$ cat src/lfsa_pkg.sv
`timescale 1ns / 1ps
// ----------------------------------------------------------------------------
// lfsa_pkg
// Shared types and fixed field layout of the lowest free slot allocator.
// ----------------------------------------------------------------------------
package lfsa_pkg;

    // Fixed widths of the stream fields
    localparam int IN_TIME_W   = 32;
    localparam int S_TDATA_W   = 64;
    localparam int S_TUSER_W   = 1;
    localparam int OUT_IDX_W   = 6;
    localparam int M_TDATA_W   = 8;
    localparam int M_TUSER_W   = 2;

    // Bit positions inside m_tuser
    localparam int TUSER_NO_SLOT    = 0;
    localparam int TUSER_TARGET_HIT = 1;

    // Request sequencer states
    typedef enum logic [2:0] {
        ST_IDLE  = 3'b001,
        ST_SCAN  = 3'b010,
        ST_GRANT = 3'b100
    } state_t;

endpackage

$ cat src/lowest_free_slot_allocator_core.sv
`timescale 1ns / 1ps
// A taken request walks the open slots in ST_SCAN, then ST_GRANT registers its
//   grant; with no slot open yet it goes straight to ST_GRANT; a hit ends the scan early.
// One request at a time: the input stays closed until ST_GRANT hands the grant
//   to the output register; the scan reads the release-time RAM one entry per cycle.
// Reset: rst_n clears the open-slot count, the sequencer and the output valid.
//   The RAM is not cleared; only entries below the open count are ever read.
// ----------------------------------------------------------------------------
// lowest_free_slot_allocator_core
// Grants the lowest open slot whose release time has passed, else opens a new
// slot and stores the departure time as its next release time; if none, flags no_slot.
// ----------------------------------------------------------------------------
module lowest_free_slot_allocator_core #(
    parameter int SLOT_COUNT = 64,
    parameter int TIME_WIDTH = 32
) (
    input  logic                            clk,
    input  logic                            rst_n,
    // Request stream
    input  logic                            s_tvalid,
    output logic                            s_tready,
    // [31:0] arrival_time, [63:32] departure_time
    input  logic [lfsa_pkg::S_TDATA_W-1:0]  s_tdata,
    // [0] marks_target
    input  logic [lfsa_pkg::S_TUSER_W-1:0]  s_tuser,
    // Grant stream
    output logic                            m_tvalid,
    input  logic                            m_tready,
    // [5:0] slot_index, [7:6] zero
    output logic [lfsa_pkg::M_TDATA_W-1:0]  m_tdata,
    // [0] no_slot, [1] target_hit
    output logic [lfsa_pkg::M_TUSER_W-1:0]  m_tuser
);

    // Times above the port width cannot occur, so store at most that many bits
    localparam int STORE_W = (TIME_WIDTH < lfsa_pkg::IN_TIME_W) ?
                             TIME_WIDTH : lfsa_pkg::IN_TIME_W;
    localparam int IDX_W   = $clog2(SLOT_COUNT);
    localparam int CNT_W   = $clog2(SLOT_COUNT + 1);

    lfsa_pkg::state_t     state_reg, state_next;
    logic [CNT_W-1:0]     opened_reg, opened_next;
    logic [CNT_W-1:0]     issue_reg, issue_next;
    logic                 chk_valid_reg, chk_valid_next;
    logic [IDX_W-1:0]     chk_idx_reg, chk_idx_next;
    logic                 found_reg, found_next;
    logic [IDX_W-1:0]     pick_reg, pick_next;
    logic [STORE_W-1:0]   arrive_reg, arrive_next;
    logic [STORE_W-1:0]   depart_reg, depart_next;
    logic                 target_reg, target_next;

    logic                           m_valid_reg, m_valid_next;
    logic [lfsa_pkg::OUT_IDX_W-1:0] m_slot_reg, m_slot_next;
    logic                           m_none_reg, m_none_next;
    logic                           m_hit_reg, m_hit_next;

    logic                 ram_we;
    logic [IDX_W-1:0]     ram_waddr;
    logic                 ram_re;
    logic [STORE_W-1:0]   ram_rdata;

    logic                 in_fire;
    logic                 out_free;
    logic                 scan_hit;
    logic                 more_to_read;
    logic                 new_ok;

    // Release time per slot
    lfsa_ram #(
        .WIDTH (STORE_W),
        .DEPTH (SLOT_COUNT)
    ) u_release_ram (
        .clk   (clk),
        .we    (ram_we),
        .waddr (ram_waddr),
        .wdata (depart_reg),
        .re    (ram_re),
        .raddr (issue_reg[IDX_W-1:0]),
        .rdata (ram_rdata)
    );

    assign s_tready     = (state_reg == lfsa_pkg::ST_IDLE);
    assign in_fire      = s_tvalid && s_tready;
    assign out_free     = !m_valid_reg || m_tready;
    // The entry read last cycle is free for this request
    assign scan_hit     = chk_valid_reg && (ram_rdata <= arrive_reg);
    assign more_to_read = (issue_reg < opened_reg);
    assign new_ok       = (opened_reg < CNT_W'(SLOT_COUNT));
    assign ram_re       = (state_reg == lfsa_pkg::ST_SCAN) && !scan_hit && more_to_read;
    assign ram_we       = (state_reg == lfsa_pkg::ST_GRANT) && out_free &&
                          (found_reg || new_ok);
    // Reuse the found slot, else open the next fresh one
    assign ram_waddr    = found_reg ? pick_reg : opened_reg[IDX_W-1:0];

    always_comb
    begin
        state_next     = state_reg;
        opened_next    = opened_reg;
        issue_next     = issue_reg;
        chk_valid_next = 1'b0;
        chk_idx_next   = chk_idx_reg;
        found_next     = found_reg;
        pick_next      = pick_reg;
        arrive_next    = arrive_reg;
        depart_next    = depart_reg;
        target_next    = target_reg;
        m_valid_next   = m_valid_reg && !m_tready;
        m_slot_next    = m_slot_reg;
        m_none_next    = m_none_reg;
        m_hit_next     = m_hit_reg;

        case (state_reg)
            lfsa_pkg::ST_IDLE:
            begin
                if (in_fire)
                begin
                    // Latch the request and start the scan at slot zero
                    arrive_next = s_tdata[STORE_W-1:0];
                    depart_next = s_tdata[lfsa_pkg::IN_TIME_W +: STORE_W];
                    target_next = s_tuser[0];
                    found_next  = 1'b0;
                    issue_next  = '0;
                    state_next  = (opened_reg == '0) ? lfsa_pkg::ST_GRANT
                                                     : lfsa_pkg::ST_SCAN;
                end
            end

            lfsa_pkg::ST_SCAN:
            begin
                if (scan_hit)
                begin
                    found_next = 1'b1;
                    pick_next  = chk_idx_reg;
                    state_next = lfsa_pkg::ST_GRANT;
                end
                else if (more_to_read)
                begin
                    // Issue the next read, check it next cycle
                    chk_valid_next = 1'b1;
                    chk_idx_next   = issue_reg[IDX_W-1:0];
                    issue_next     = issue_reg + CNT_W'(1);
                end
                else
                begin
                    state_next = lfsa_pkg::ST_GRANT;
                end
            end

            lfsa_pkg::ST_GRANT:
            begin
                // Hold until the output register can take the grant
                if (out_free)
                begin
                    m_valid_next = 1'b1;
                    if (found_reg)
                    begin
                        m_slot_next = lfsa_pkg::OUT_IDX_W'(pick_reg);
                        m_none_next = 1'b0;
                        m_hit_next  = target_reg;
                    end
                    else if (new_ok)
                    begin
                        m_slot_next = lfsa_pkg::OUT_IDX_W'(opened_reg);
                        m_none_next = 1'b0;
                        m_hit_next  = target_reg;
                        opened_next = opened_reg + CNT_W'(1);
                    end
                    else
                    begin
                        // Every slot busy: grant nothing, open count unchanged
                        m_slot_next = '0;
                        m_none_next = 1'b1;
                        m_hit_next  = 1'b0;
                    end
                    state_next = lfsa_pkg::ST_IDLE;
                end
            end

            default:
            begin
                state_next = lfsa_pkg::ST_IDLE;
            end
        endcase
    end

    always_ff @(posedge clk or negedge rst_n)
    begin
        if (!rst_n)
        begin
            state_reg     <= lfsa_pkg::ST_IDLE;
            opened_reg    <= '0;
            chk_valid_reg <= 1'b0;
            m_valid_reg   <= 1'b0;
        end
        else
        begin
            state_reg     <= state_next;
            opened_reg    <= opened_next;
            chk_valid_reg <= chk_valid_next;
            m_valid_reg   <= m_valid_next;
        end
    end

    // Payload and scan bookkeeping, no reset needed
    always_ff @(posedge clk)
    begin
        issue_reg   <= issue_next;
        chk_idx_reg <= chk_idx_next;
        found_reg   <= found_next;
        pick_reg    <= pick_next;
        arrive_reg  <= arrive_next;
        depart_reg  <= depart_next;
        target_reg  <= target_next;
        m_slot_reg  <= m_slot_next;
        m_none_reg  <= m_none_next;
        m_hit_reg   <= m_hit_next;
    end

    assign m_tvalid = m_valid_reg;
    assign m_tdata  = lfsa_pkg::M_TDATA_W'(m_slot_reg);
    assign m_tuser  = {m_hit_reg, m_none_reg};

endmodule

$ cat src/lfsa_ram.sv
`timescale 1ns / 1ps
// ----------------------------------------------------------------------------
// lfsa_ram
// Simple dual-port RAM: one write port, one read port with registered data.
// ----------------------------------------------------------------------------
module lfsa_ram #(
    parameter int WIDTH = 32,
    parameter int DEPTH = 64
) (
    input  logic                     clk,
    input  logic                     we,
    input  logic [$clog2(DEPTH)-1:0] waddr,
    input  logic [WIDTH-1:0]         wdata,
    input  logic                     re,
    input  logic [$clog2(DEPTH)-1:0] raddr,
    output logic [WIDTH-1:0]         rdata
);

    logic [WIDTH-1:0] mem [DEPTH];
    logic [WIDTH-1:0] rdata_reg;

    always_ff @(posedge clk)
    begin
        if (we)
        begin
            mem[waddr] <= wdata;
        end
        if (re)
        begin
            rdata_reg <= mem[raddr];
        end
    end

    assign rdata = rdata_reg;

endmodule

$ cat config.mk
export PLATFORM = sky130hd
export DESIGN_NAME = lowest_free_slot_allocator_core
export DESIGN_NICKNAME = d
export VERILOG_FILES = /design/src/lfsa_pkg.sv /design/src/lowest_free_slot_allocator_core.sv /design/src/lfsa_ram.sv
export SDC_FILE = /design/constraint.sdc
export NUM_CORES = 2
export LEC_CHECK = 0
export BUFFER_PORTS_ARGS = -buffer_cell sky130_fd_sc_hd__buf_4
export CAP_MARGIN = 20
export CORE_MARGIN = 4
export CORE_UTILIZATION = 50
export CTS_BUF_LIST = sky130_fd_sc_hd__clkbuf_4 sky130_fd_sc_hd__clkbuf_8 sky130_fd_sc_hd__clkbuf_16
export CTS_CLUSTER_DIAMETER = 120
export DETAILED_ROUTE_END_ITERATION = 6
export GPL_TIMING_DRIVEN = 1
export PLACE_DENSITY = 0.67
export REMOVE_ABC_BUFFERS = 1
export SLEW_MARGIN = 10
export SYNTH_ARGS = -nofsm -noshare
export SYNTH_HDL_FRONTEND = slang
export SYNTH_SLANG_ARGS = --single-unit
$ cat constraint.sdc
create_clock -name clk -period 3.95 [get_ports clk]
set_clock_uncertainty 0.1 [all_clocks]
set_input_delay 0.395 -clock clk [delete_from_list [all_inputs] [get_ports clk]]
set_output_delay 0.395 -clock clk [all_outputs]
set_load 0.02 [all_outputs]
==> Word level (Yosys, flattened, before mapping) <==
Memory sizes are Yosys's and may differ from the RTL's. A register that Yosys moved wholly into a read port is not among the register bits.
Index checks and enable logic that the tools add are counted.
{ "word_totals": {"register_bits": 105, "mem_bits_rw": 2048, "inputBits": 69, "elab_cells": 79, "n_memories": 1} }
{ "mem_list": {"columns": ["memory", "depth", "word_bits", "rd", "rd_ports_with_merged_regs", "wr", "line", "text"], "rows": [
  ["u_release_ram.mem", 64, 32, 1, 1, 1, "lfsa_ram.sv:19", "logic [WIDTH-1:0] mem [DEPTH];"]
]} }
{ "classes": {"add_sub_neg": 2, "order_cmp": 3, "eq_ne": 9, "n_mux": 26, "bitwise_logic": 2, "reduce_logical": 22} }
{ "ops": {"columns": ["op", "count"], "rows": [
  ["32-bit less-or-equal comparator", 1],
  ["7-bit 2-to-1 mux", 3],
  ["6-bit 2-to-1 mux", 3],
  ["3-bit 2-to-1 mux", 5],
  ["7-bit by 1-bit adder with 7-bit output (second input constant)", 2],
  ["7-bit one-hot mux with 2 select lines", 1],
  ["1-bit 2-to-1 mux", 12],
  ["3-bit one-hot mux with 3 select lines", 1],
  ["3-bit AND reduction", 3],
  ["2-bit inequality test (second input constant)", 4],
  ["4-bit AND reduction", 2],
  ["1-bit logical AND", 7],
  ["7-bit logical NOT", 1],
  ["7-bit less-than comparator", 1],
  ["7-bit less-than comparator (second input constant)", 1],
  ["2-bit AND reduction", 3],
  ["3-bit by 1-bit == test with 1-bit output (second input constant)", 1],
  ["3-bit by 2-bit == test with 1-bit output (second input constant)", 1],
  ["3-bit == test (second input constant)", 1],
  ["1-bit logical NOT", 3],
  ["3-bit inequality test (second input constant)", 1],
  ["1-bit logical OR", 2],
  ["2-bit by 1-bit inequality test with 1-bit output (second input constant)", 1],
  ["1-bit NOT", 2],
  ["2 further kinds", 2]
]} }

==> Logic depth before layout (Yosys ltp) <==
{ "depth": {"ltp_word": 6, "ltp_mapped": 8, "ltp_nobuf": 8} }

==> Hierarchy <==
Synthesis repeated with hierarchy kept, for this count alone.
{ "unflattened": {"hier_cells": 3663, "hier_area_um2": 83527.6} }
{ "by_module_without_submodules": {"columns": ["mod", "instances", "cells_per_inst", "area_per_inst_um2", "seq_area_each_um2"], "rows": [
  ["lfsa_ram", 1, 3324, 78835.6, 62459.9],
  ["lowest_free_slot_allocator_core", 1, 339, 4692.0, 3094.2]
]} }

==> Worst setup path before layout <==
OpenSTA, ideal clock, no wires.
{ "synth_path": {"path_kind": "register to register", "from": "register state_reg[1]", "to": "memory u_release_ram.mem[54][0] (enable)", "setup_time_ns": 0.421, "arrival_ns": 3.232, "t_required_ns": 3.429, "path_slack_ns": 0.196, "path_stages_with_launch": 6, "n_path_buf": 0, "synth_period_minus_slack_ns": 3.754, "cell_sequence": "dfrtp_1 > or3b_2 > nor2b_1 > and3_1 > nand2_1 > nor2_1"} }
{ "synth_via": {"elab_chain_cells": 5} }
{ "synth_lines": {"columns": ["item", "line", "text"], "rows": [
  ["start, declared", "lowest_free_slot_allocator_core.sv:41", "lfsa_pkg::state_t state_reg, state_next;"],
  ["start signal, assigned", "lowest_free_slot_allocator_core.sv:190", "state_reg <= lfsa_pkg::ST_IDLE;"],
  ["start signal, assigned", "lowest_free_slot_allocator_core.sv:197", "state_reg <= state_next;"],
  ["3-bit == test", "lowest_free_slot_allocator_core.sv:90", "assign ram_we = (state_reg == lfsa_pkg::ST_GRANT) && out_free &&"],
  ["1-bit logical AND (2 in series)", "lowest_free_slot_allocator_core.sv:90", null],
  ["1-bit 2-to-1 mux", "lfsa_ram.sv:24", "if (we)"],
  ["1-bit 2-to-1 mux (implied by the code)", "lfsa_ram.sv:26", "mem[waddr] <= wdata;"],
  ["end, declared", "lfsa_ram.sv:19", null]
]} }
Every way passes these cells.

==> Worst setup path after layout <==
{ "layout_path": {"from": "register issue_reg[0]", "to": "register u_release_ram.rdata_reg[10] (netlist: u_release_ram.rdata[10]), read port of u_release_ram.mem, data pin"} }
{ "layout_via": {"elab_chain_cells": 2} }
{ "layout_lines": {"columns": ["item", "line", "text"], "rows": [
  ["start, declared", "lowest_free_slot_allocator_core.sv:43", "logic [CNT_W-1:0] issue_reg, issue_next;"],
  ["start signal, assigned", "lowest_free_slot_allocator_core.sv:207", "issue_reg <= issue_next;"],
  ["7-bit less-than comparator", "lowest_free_slot_allocator_core.sv:87", "assign more_to_read = (issue_reg < opened_reg);"],
  ["1-bit logical AND", "lowest_free_slot_allocator_core.sv:89", "assign ram_re = (state_reg == lfsa_pkg::ST_SCAN) && !scan_hit && more_to_read;"],
  ["end, declared", "lfsa_ram.sv:20", "logic [WIDTH-1:0] rdata_reg;"]
]} }
Several ways; a longest one is shown, not always the timed one.
A chain may end at the register's enable or synchronous reset.

==> flow_metrics.env <==
export IMPL_viasPerCell=6.24
export IMPL_synth_area_mm2=0.0842
export IMPL_vias=40961
export IMPL_ir_drop_mv=0.525
export IMPL_syn_inst=3792
export IMPL_timing_hold_violations_final=0
export IMPL_worst_path_most_repeated_cell="buf_12"
export IMPL_grt_setup_unrepaired="no"
export IMPL_cts_htree_levels=4
export IMPL_top_register="u_release_ram.mem"
export IMPL_path_delay_family="buffers and inverters"
export IMPL_rows=150
export IMPL_start_util_pct=50.3
export IMPL_p_per_area_mw_per_mm2=628
export IMPL_max_slew_margin_pct=29.2
export IMPL_required_ns=4.41
export IMPL_cts_sinks=2185
export IMPL_cts_setup_buffers=0
export IMPL_detail_route_antenna_nets=0
export IMPL_insertion_delay_ns=0.88
export IMPL_crit_path_max_fanout=25
export IMPL_ys_warn_count=0
export IMPL_antenna_found_initial=7
export IMPL_routed_wl_mm=213
export IMPL_maxSlewViolCount=0
export IMPL_dieWidth_um=418
export IMPL_firstDrtPassIters=6
export IMPL_fin_crit_ns=3.61
export IMPL_routedWlPerCell_um=32.5
export IMPL_start_kind="register"
export IMPL_critPathBufInv=4
export IMPL_fmax_mhz=277
export IMPL_drive_gt1_share_pct=29.5
export IMPL_grt_max_degree=142
export IMPL_cts_tree="done"
export IMPL_core_mm2=0.167
export IMPL_grt_first_pass_wirelength_mm=304
export IMPL_hp_class="in2reg"
export IMPL_fin_setup_tns_ns=0
export IMPL_status="complete, no violations"
export IMPL_area_delta_synth_final_pct=15.6
export IMPL_total_leakage_power_nw=30.9
export IMPL_die_area_mm2=0.175
export IMPL_syn_area_per_cell_um2=22.2
export IMPL_synth_cell_types=50
export IMPL_maxCapViolCount=0
export IMPL_dieHeight_um=418
export IMPL_period_share_pct=91.4
export IMPL_worst_pin_slew_ns=1.06
export IMPL_synth_edf_count=2173
export IMPL_groute_usage_overall_pct=24.6
export IMPL_place_hpwl_mm=119
export IMPL_ys_seq_area_share_pct=77.9
export IMPL_end_kind="register"
export IMPL_worstPathCellList="buf_12 -> buf_12 -> buf_12 -> buf_4 -> mux4_2 -> mux2_2 -> a21oi_1 -> o221ai_1"
export IMPL_numCtsBuffers=212
export IMPL_routabilityCongestion=0.891
export IMPL_clk_path_buf_depth=3
export IMPL_stdcell_area_mm2=0.0973
export IMPL_postPlaceCellArea_mm2=0.0896
export IMPL_portBuffers=78
export IMPL_crit_arrival_ns=4.07
export IMPL_largest_reg_flops=2048
export IMPL_crit_path_max_incr_delay_ns=0.57
export IMPL_async_flop_share_pct=0.549
export IMPL_ys_ff_latch=2185
export IMPL_route_detailed_drc=0
export IMPL_dr_first_iter_drc_count=5982
export IMPL_clk_pin_slew_ns=0.06
export IMPL_ios=81
export IMPL_grt_ovfl_total=0
export IMPL_setup_violations=0
export IMPL_cpMaxStageDelayCell="a21oi_1"
export IMPL_root_buffer="clkbuf_16"
export IMPL_grt_pass1_vias=40490
export IMPL_path_class="reg2reg"
export IMPL_ys_flop_type="edfxtp_1"
export IMPL_finalNetCount=4286
cells in the mapped netlist, types with 11 or more instances:
master    count  share of area [%]
a22oi_1      32               0.29
ha_1         41               0.61
mux4_2      512                 14
mux2_2       59               0.79
o21ai_1      13              0.077
o21ai_0      16              0.095
mux2i_1     129                1.5
buf_1        17              0.076
edfxtp_1   2173                 78
clkbuf_1    100               0.45
nor2b_1      69               0.51
nor2_1      128               0.57
a21oi_1     125               0.74
nand2_1      54               0.24
inv_1        45               0.20
buf_2        67               0.40
a211oi_1     69               0.62
dfrtp_1      11               0.33
o221ai_1     32               0.33
worst reg2reg max path, cell delays in order, from the launching register on:
cell and delay, ns:
edfxtp_1 0.51, buf_12 0.32, buf_12 0.22, buf_12 0.25
buf_4 0.26, mux4_2 0.51, mux2_2 0.34, a21oi_1 0.57
o221ai_1 0.25
final cells by class:
class	count	area (um^2)
diodes	1	2.50
repair buffers	371	3830
clock buffers	261	5730
multi-input cells	1361	18000
clock inverters	133	1270
inverters	45	170
flip-flops and latches	2185	65600
fillers	11701	69900
well taps	2204	2760
metrics by stage:
stage	utilization (%)	total power, mW	setup slack, ns	instances	hold slack, ns
floorplan	-	35.7	-18.38	3591	-0.000591
global placement	53.6	41.3	0.207	6096	0.174
detailed placement	53.6	41.5	0.315	6096	0.175
CTS	58.2	61.5	0.322	6559	0.0915
global route	58.2	63.2	0.149	6560	0.121
finish	58.2	61.1	0.339	6561	0.129
power by group:
group / leakage (nW) / switching (mW) / internal (mW)
logic: 7.67 / 8.47 / 5.19
registers: 19.7 / 0.272 / 27.1
clock network: 3.47 / 8.68 / 11.4
total: 30.9 / 17.4 / 43.7
timing repair:
item | CTS | global route
endpoints found under the hold margin | 80 | 0
resized for setup | 0 | 0
hold buffers | 69 | 0
metal layers:
metal | routed length, um | track usage, % | vias to the layer above
li1 | - | - | 16697
met2 | 101000 | 37.9 | 2180
met5 | 0 | 0 | -
met1 | 85300 | 36.0 | 21757
met3 | 19200 | 4.26 | 327
met4 | 7810 | 8.67 | 0
cells in the final DEF (no fill, tap or decap), types with 65 or more instances in the layout:
cell,count
edfxtp_1,2173
mux4_2,512
buf_4,232
clkbuf_16,214
mux2i_1,129
a21oi_1,125
a211oi_1,69
dlygate4sd3_1,69
buf_12,69
nor2b_1,67
nor2_4,65
final timing paths:
| kind | cells past startpoint | to | slack, ns | startpoint |
|---|---|---|---|---|
| min in group asynchronous | 3 | state_reg[0] | 0.51 | rst_n |
| min | 5 | state_reg[0] | 0.13 | m_tready |
| max in group asynchronous | 4 | state_reg[2] | 1.96 | rst_n |
| max | 8 | u_release_ram.rdata[10] | 0.34 | issue_reg[0] |
| max reg2reg | 8 | u_release_ram.rdata[10] | 0.34 | issue_reg[0] |
| min reg2reg | 0 | pick_reg[3] | 0.33 | chk_idx_reg[3] |
logic make-up after synthesis:
| group | after synthesis | share of synthesized area (%) |
|---|---|---|
| buffers and inverters | 247 | 1.32 |
| other | 1 | 0.00445 |
| AND/OR/NAND/NOR | 290 | 1.61 |
| XOR/XNOR | 9 | 0.0936 |
| multiplexers | 705 | 16.1 |
| flip-flops | 2185 | 77.9 |
| AO/OA/AOI/OAI | 314 | 2.41 |
| adder cells (fa/ha/maj) | 41 | 0.609 |
Note: power is estimated with default switching activity, not from simulation.
